### config.mk
export PLATFORM = sky130hd
export DESIGN_NAME = cpd_prep
export DESIGN_NICKNAME = d
export VERILOG_FILES = /design/src/rtl/cpd_pkg.sv /design/src/rtl/cpd_prep.sv
export SDC_FILE = /design/constraint.sdc
export NUM_CORES = 2
export LEC_CHECK = 0
export BUFFER_PORTS_ARGS = -buffer_cell sky130_fd_sc_hd__clkbuf_2
export CORE_MARGIN = 5
export CORE_UTILIZATION = 58
export DETAILED_ROUTE_END_ITERATION = 10
export HOLD_SLACK_MARGIN = 0.03
export PLACE_DENSITY_LB_ADDON = 0.12
export SYNTH_ARGS = -nofsm -noshare
export SYNTH_HDL_FRONTEND = slang
export SYNTH_SLANG_ARGS = --single-unit
export TNS_END_PERCENT = 100
### constraint.sdc
create_clock -name i_clk -period 10.2 [get_ports i_clk]
set_clock_uncertainty 0.2 [all_clocks]
set_input_delay 1.53 -clock i_clk [delete_from_list [all_inputs] [get_ports i_clk]]
set_output_delay 1.53 -clock i_clk [all_outputs]
set_load 0.005 [all_outputs]
### src/rtl/cpd_pkg.sv
// ----------------------------------------------------------------------------
// cpd_pkg
// Shared types, constants and arithmetic helpers for the clamped polynomial
// detrender.
// ----------------------------------------------------------------------------
`default_nettype none

package cpd_pkg;

    localparam int unsigned VTX_STEPS = 37;   // serial vertex divide, one bit a cycle
    localparam int unsigned DIV_STEPS = 32;   // per-item scale divide stages

    typedef logic signed [31:0] t_q16;
    typedef logic signed [20:0] t_coef;

    localparam logic [2:0] REG_AVG_COEF = 3'd0;
    localparam logic [2:0] REG_STD_COEF = 3'd1;
    localparam logic [2:0] REG_AVG_LIM  = 3'd2;
    localparam logic [2:0] REG_STD_LIM  = 3'd3;
    localparam logic [2:0] REG_AVG_REF  = 3'd4;
    localparam logic [2:0] REG_STD_REF  = 3'd5;
    localparam logic [2:0] REG_ORDERS   = 3'd6;

    localparam logic [1:0] ST_OK        = 2'd0;
    localparam logic [1:0] ST_LIMIT     = 2'd1;
    localparam logic [1:0] ST_ZERO_LEAD = 2'd2;

    localparam t_q16 Q16_ONE = 32'sh0001_0000;
    localparam t_q16 Q16_MAX = 32'sh7FFF_FFFF;
    localparam t_q16 Q16_MIN = 32'sh8000_0000;

    typedef enum logic [2:0] {
        PS_INIT,
        PS_DIV,
        PS_VTX,
        PS_MUL,
        PS_ACC,
        PS_FIN,
        PS_DONE
    } t_prep_state;

    typedef struct packed {
        logic  quad;
        t_coef top;
        t_coef mid;
        t_coef low;
        t_q16  lo;
        t_q16  hi;
    } t_poly_cfg;

    typedef struct packed {
        logic done;
        t_q16 flo_std;
        t_q16 fhi_std;
        t_q16 flo_avg;
        t_q16 fhi_avg;
    } t_prep_res;

    typedef struct packed {
        logic [31:0]        rem;
        logic [31:0]        nq;
        logic [31:0]        den;
        logic               neg;
        logic               ovf;
        logic               zero;
        logic signed [32:0] diff;
        logic signed [33:0] add;
    } t_dstage;

    function automatic t_q16 f_sat32(input logic signed [63:0] v);
        t_q16 r;
        if (v > 64'sd2147483647) begin
            r = Q16_MAX;
        end else if (v < -64'sd2147483648) begin
            r = Q16_MIN;
        end else begin
            r = v[31:0];
        end
        return r;
    endfunction

    function automatic logic signed [63:0] f_mul32(input t_q16 a, input t_q16 b);
        return $signed({{32{a[31]}}, a}) * $signed({{32{b[31]}}, b});
    endfunction

    // one Horner step: floor(prod / 2^16) + c * 16, saturated
    function automatic t_q16 f_horner(input logic signed [63:0] prod, input t_coef c);
        logic signed [63:0] s;
        s = (prod >>> 16) + $signed({{39{c[20]}}, c, 4'b0000});
        return f_sat32(s);
    endfunction

endpackage

`default_nettype wire

### src/rtl/cpd_prep.sv
// ----------------------------------------------------------------------------
// cpd_prep
// Works out the flat range of both trend polynomials from the register set:
// serial vertex divide, then the polynomial at both limits on one multiplier.
// ----------------------------------------------------------------------------
`default_nettype none

module cpd_prep (
    input  logic                i_clk,
    input  logic                i_rst_n,
    input  logic                i_restart,
    input  cpd_pkg::t_poly_cfg  i_std,
    input  cpd_pkg::t_poly_cfg  i_avg,
    output cpd_pkg::t_prep_res  o_res
);

    cpd_pkg::t_prep_state r_state, n_state;
    logic                 r_pp;
    logic                 r_pt;
    logic                 r_hk;
    logic [5:0]           r_dcnt;

    logic [36:0]          r_dn;
    logic [21:0]          r_drem;
    logic [36:0]          r_dq;
    cpd_pkg::t_q16        r_b;
    cpd_pkg::t_q16        r_y;
    logic signed [63:0]   r_prod;
    cpd_pkg::t_q16        r_ylo;
    cpd_pkg::t_q16        r_yhi;
    cpd_pkg::t_q16        r_flo_std, r_fhi_std, r_flo_avg, r_fhi_avg;

    cpd_pkg::t_poly_cfg   w_cfg;
    logic [20:0]          w_mag_mid;
    logic [20:0]          w_mag_top;
    logic [21:0]          w_div_d;
    logic [22:0]          w_t;
    logic [22:0]          w_tdif;
    logic                 w_ge;
    logic [21:0]          w_rem;
    logic                 w_bneg;
    cpd_pkg::t_q16        w_b;
    cpd_pkg::t_q16        w_lead;
    cpd_pkg::t_q16        w_xe;
    cpd_pkg::t_q16        w_acc;
    cpd_pkg::t_q16        w_flo;
    cpd_pkg::t_q16        w_fhi;

    assign w_cfg     = r_pp ? i_avg : i_std;
    assign w_mag_mid = w_cfg.mid[20] ? 21'(~w_cfg.mid + 21'd1) : w_cfg.mid;
    assign w_mag_top = w_cfg.top[20] ? 21'(~w_cfg.top + 21'd1) : w_cfg.top;
    assign w_div_d   = {w_mag_top, 1'b0};

    assign w_t    = {r_drem, r_dn[36]};
    assign w_tdif = w_t - {1'b0, w_div_d};
    assign w_ge   = (w_t >= {1'b0, w_div_d});
    assign w_rem  = w_ge ? w_tdif[21:0] : w_t[21:0];

    // vertex -(mid * 2^16) / (2 * top), truncated, saturated
    assign w_bneg = (w_cfg.mid[20] == w_cfg.top[20]);
    always_comb begin
        if (w_bneg) begin
            w_b = (r_dq > 37'd2147483648) ? cpd_pkg::Q16_MIN : (32'd0 - r_dq[31:0]);
        end else begin
            w_b = (r_dq > 37'd2147483647) ? cpd_pkg::Q16_MAX : r_dq[31:0];
        end
    end

    assign w_lead = $signed({{7{w_cfg.top[20]}}, w_cfg.top, 4'b0000});
    assign w_xe   = r_pt ? w_cfg.hi : w_cfg.lo;
    assign w_acc  = cpd_pkg::f_horner(r_prod, r_hk ? w_cfg.low : w_cfg.mid);

    always_comb begin
        if (!w_cfg.quad) begin
            w_flo = w_cfg.lo;
            w_fhi = w_cfg.hi;
        end else if (w_cfg.top[20] == (r_ylo > r_yhi)) begin
            w_flo = (r_b > w_cfg.lo) ? r_b : w_cfg.lo;
            w_fhi = w_cfg.hi;
        end else begin
            w_flo = w_cfg.lo;
            w_fhi = (r_b < w_cfg.hi) ? r_b : w_cfg.hi;
        end
    end

    // next state
    always_comb begin
        n_state = r_state;
        case (r_state)
            cpd_pkg::PS_INIT: n_state = cpd_pkg::PS_DIV;
            cpd_pkg::PS_DIV: begin
                if (r_dcnt == 6'(cpd_pkg::VTX_STEPS - 1)) n_state = cpd_pkg::PS_VTX;
            end
            cpd_pkg::PS_VTX: n_state = cpd_pkg::PS_MUL;
            cpd_pkg::PS_MUL: n_state = cpd_pkg::PS_ACC;
            cpd_pkg::PS_ACC: begin
                n_state = (r_hk && r_pt) ? cpd_pkg::PS_FIN : cpd_pkg::PS_MUL;
            end
            cpd_pkg::PS_FIN: n_state = r_pp ? cpd_pkg::PS_DONE : cpd_pkg::PS_INIT;
            cpd_pkg::PS_DONE: n_state = cpd_pkg::PS_DONE;
            default: n_state = cpd_pkg::PS_INIT;
        endcase
        if (i_restart) n_state = cpd_pkg::PS_INIT;
    end

    // outputs
    always_comb begin
        o_res.done    = (r_state == cpd_pkg::PS_DONE);
        o_res.flo_std = r_flo_std;
        o_res.fhi_std = r_fhi_std;
        o_res.flo_avg = r_flo_avg;
        o_res.fhi_avg = r_fhi_avg;
    end

    always_ff @(posedge i_clk) begin
        if (!i_rst_n) begin
            r_state <= cpd_pkg::PS_INIT;
            r_pp    <= 1'b0;
            r_pt    <= 1'b0;
            r_hk    <= 1'b0;
            r_dcnt  <= '0;
        end else begin
            r_state <= n_state;
            if (i_restart) begin
                r_pp <= 1'b0;
            end else begin
                case (r_state)
                    cpd_pkg::PS_INIT: r_dcnt <= '0;
                    cpd_pkg::PS_DIV:  r_dcnt <= r_dcnt + 6'd1;
                    cpd_pkg::PS_VTX: begin
                        r_pt <= 1'b0;
                        r_hk <= 1'b0;
                    end
                    cpd_pkg::PS_ACC: begin
                        if (!r_hk) begin
                            r_hk <= 1'b1;
                        end else if (!r_pt) begin
                            r_pt <= 1'b1;
                            r_hk <= 1'b0;
                        end
                    end
                    cpd_pkg::PS_FIN: r_pp <= ~r_pp;
                    default: ;
                endcase
            end
        end
    end

    always_ff @(posedge i_clk) begin
        case (r_state)
            cpd_pkg::PS_INIT: begin
                r_dn   <= {w_mag_mid, 16'd0};
                r_drem <= '0;
                r_dq   <= '0;
            end
            cpd_pkg::PS_DIV: begin
                r_dn   <= {r_dn[35:0], 1'b0};
                r_drem <= w_rem;
                r_dq   <= {r_dq[35:0], w_ge};
            end
            cpd_pkg::PS_VTX: begin
                r_b <= w_b;
                r_y <= w_lead;
            end
            cpd_pkg::PS_MUL: r_prod <= cpd_pkg::f_mul32(r_y, w_xe);
            cpd_pkg::PS_ACC: begin
                if (r_hk && !r_pt) begin
                    r_ylo <= w_acc;
                    r_y   <= w_lead;
                end else begin
                    r_y <= w_acc;
                    if (r_hk) begin
                        r_yhi <= w_acc;
                    end
                end
            end
            cpd_pkg::PS_FIN: begin
                if (r_pp) begin
                    r_flo_avg <= w_flo;
                    r_fhi_avg <= w_fhi;
                end else begin
                    r_flo_std <= w_flo;
                    r_fhi_std <= w_fhi;
                end
            end
            default: ;
        endcase
    end

endmodule

`default_nettype wire

==> flow_metrics.tcl <==
set metrics [dict create \
    status "finished clean" \
    final_nets 8100 \
    path_clk_slew_ps 60 \
    postRouteAntennaNets 0 \
    syn-num-nets 7768 \
    synth_seq_area_share 0.196 \
    cp.arrival_ps 9810 \
    cts_max_level 2 \
    fmax_mhz 103 \
    yosysWarnings 0 \
    drc_errors 0 \
    grt_max_degree 71 \
    grt_use_total 0.301 \
    grt_overflow 0 \
    postSynth.asyncResetShare 0 \
    synth_cell_types 92 \
    hpwl_um 136000 \
    drt_iter0_drc 3531 \
    dr.pass1.iters 6 \
    worst_slew_pin_slew_ps 1220 \
    routed_via_density 5.63 \
    path_class "reg -> reg" \
    period_needed_ps 9680 \
    cts_buffers 41 \
    start_util 0.582 \
    setup_viol 0 \
    cts_setup_buffers 0 \
    layout_commonest_cell "inv_1" \
    ys_ff_latch 396 \
    place_congestion 0.931 \
    crit_top_cell "fa_1" \
    cts_resized 0 \
    max_slew_margin 0.185 \
    start_kind "flip-flop" \
    rsz0062_at_grt "no" \
    finalCritPeriodShare 0.949 \
    syn_area_per_cell_sq_um 9.87 \
    slew_violations 0 \
    dieArea_sq_um 110000 \
    ios 388 \
    critPathBufInv 5 \
    drt-total-wl_um 164000 \
    fill_cells 8558 \
    synth_edf_count 384 \
    syn_inst 6080 \
    port_buffers 387 \
    crit_fanout 46 \
    root_buffer "clkbuf_16" \
    cts_hold_buf 0 \
    layout.cells.non_filler 7825 \
    dp_cells 7749 \
    wl_per_cell_um 20.9 \
    finalHoldViolCount 0 \
    final_layout_size_suffix_gt1_frac 0.122 \
    max_cap_violations 0 \
    die_w_um 332 \
    netlist_area_sq_um 60000 \
    worstPathRequired_ps 10330 \
    ctsLongestPathBuffers 3 \
    mostFrequentLayoutCells "inv_1, fa_1, nand2_1" \
    die_y_um 332 \
    vias 44100 \
    synth_ff_type "edfxtp_1" \
    first_global_vias 45900 \
    antenna_found_initial 6 \
    grt_pass1_wl_um 262000 \
    critPathSlowestCell "dfxtp_4" \
    setup_tns_ps 0 \
    holdCritPathClass "reg -> reg" \
    cts_tree "yes" \
    critPathMaxStageDelay_ps 780 \
    cts_sinks 396 \
    rows 118 \
    crit_family "adder cells" \
    cp-end-kind "flip-flop" \
    syn_to_final_growth_pct 9.50 \
    core_area_sq_um 103000 \
    clk_latency_ps 590 \
]
area by class of cell:
type,count,area [sq um],area share
diodes,2,5.00,0.0000761
clock buffers,47,1080,0.0164
clock inverters,27,190,0.00289
inverters,1166,4380,0.0666
multi-input cells,4227,42900,0.653
flip-flops and latches,396,11800,0.179
well taps,1380,1730,0.0263
repair buffers,580,3670,0.0559
logic make-up after synthesis:
logic type | share of synthesized area
AOI/OAI and AO/OA | 0.0695
DFF | 0.196
and+or+nand+nor | 0.147
adders and majority gates | 0.433
xor gates and xnor gates | 0.0213
muxes | 0.0407
buffers and inverters | 0.0922
stage by stage:
step / hold WS (ps) / area, sq um / setup slack (ps) / util
3_3_place_gp: 270 / 64400 / 143 / 0.625
6_report: 306 / 65700 / 525 / 0.637
4_1_cts: 303 / 65700 / 574 / 0.637
3_5_place_dp: 294 / 64400 / 81.0 / 0.625
2_1_floorplan: 258 / 60000 / 25.4 / -
5_1_grt: 330 / 65700 / 113 / 0.637
final timing paths:
path                                 from    endpoint  slack, ps  depth (start not counted)
worst max-delay path                 r_pp  r_prod[58]        520                         29
worst min-delay path            r_dcnt[5]   r_dcnt[5]        310                          2
worst max register to register       r_pp  r_prod[58]        520                         29
worst min register to register  r_dcnt[5]   r_dcnt[5]        310                          2
sequential cells by signal, summed over array words and instances (netlist names):
register	flops
r_prod	48
r_flo_std	32
r_b	32
r_yhi	32
r_drem	22
r_pp	1
r_fhi_avg	32
r_dcnt	6
r_y	32
r_state	3
r_flo_avg	32
r_fhi_std	32
r_pt	1
r_dq	37
r_dn	21
r_ylo	32
r_hk	1
routing by layer:
metal | share of wire | vias up | GRT usage | routed length [um]
li1 | - | 19800 | - | -
met4 | 0.024 | 2 | 0.0622 | 3910
met2 | 0.46 | 1548 | 0.478 | 75900
met3 | 0.077 | 208 | 0.0553 | 12700
met1 | 0.44 | 22500 | 0.442 | 71200
met5 | 0.000073 | - | 0 | 12
worst min-delay path, cell delays in order, from the launching register on:
cell and delay [ps]:
dfxtp_1 320, o21ai_0 70, a21oi_1 60
synth_stat cells, drive strengths merged (11+ instances only):
library cell / number / area (sq um)
a211oi: 22 / 175
a21boi: 12 / 90.1
a21o: 95 / 713
a21oi: 195 / 983
a221oi: 11 / 109
a31oi: 32 / 200
and2: 509 / 3180
and3: 59 / 369
buf: 52 / 260
clkbuf: 239 / 897
dfxtp: 12 / 240
edfxtp: 384 / 11500
fa: 1083 / 21700
ha: 346 / 4330
inv: 1166 / 4380
mux2: 47 / 529
mux2i: 173 / 1730
nand2: 710 / 2670
nand2b: 11 / 68.8
nand3: 38 / 190
nand4: 51 / 325
nor2: 236 / 896
nor2b: 25 / 156
nor3: 52 / 277
nor4: 14 / 87.6
o211ai: 11 / 82.6
o21a: 22 / 165
o21ai: 131 / 659
o21bai: 17 / 128
o311ai: 23 / 201
o31ai: 11 / 96.3
or2: 15 / 93.8
or3: 20 / 150
xnor2: 94 / 823
xor2: 52 / 455
Power is not shown: default switching activity piles up to over one toggle a cycle in this logic, so the estimate is an artifact.
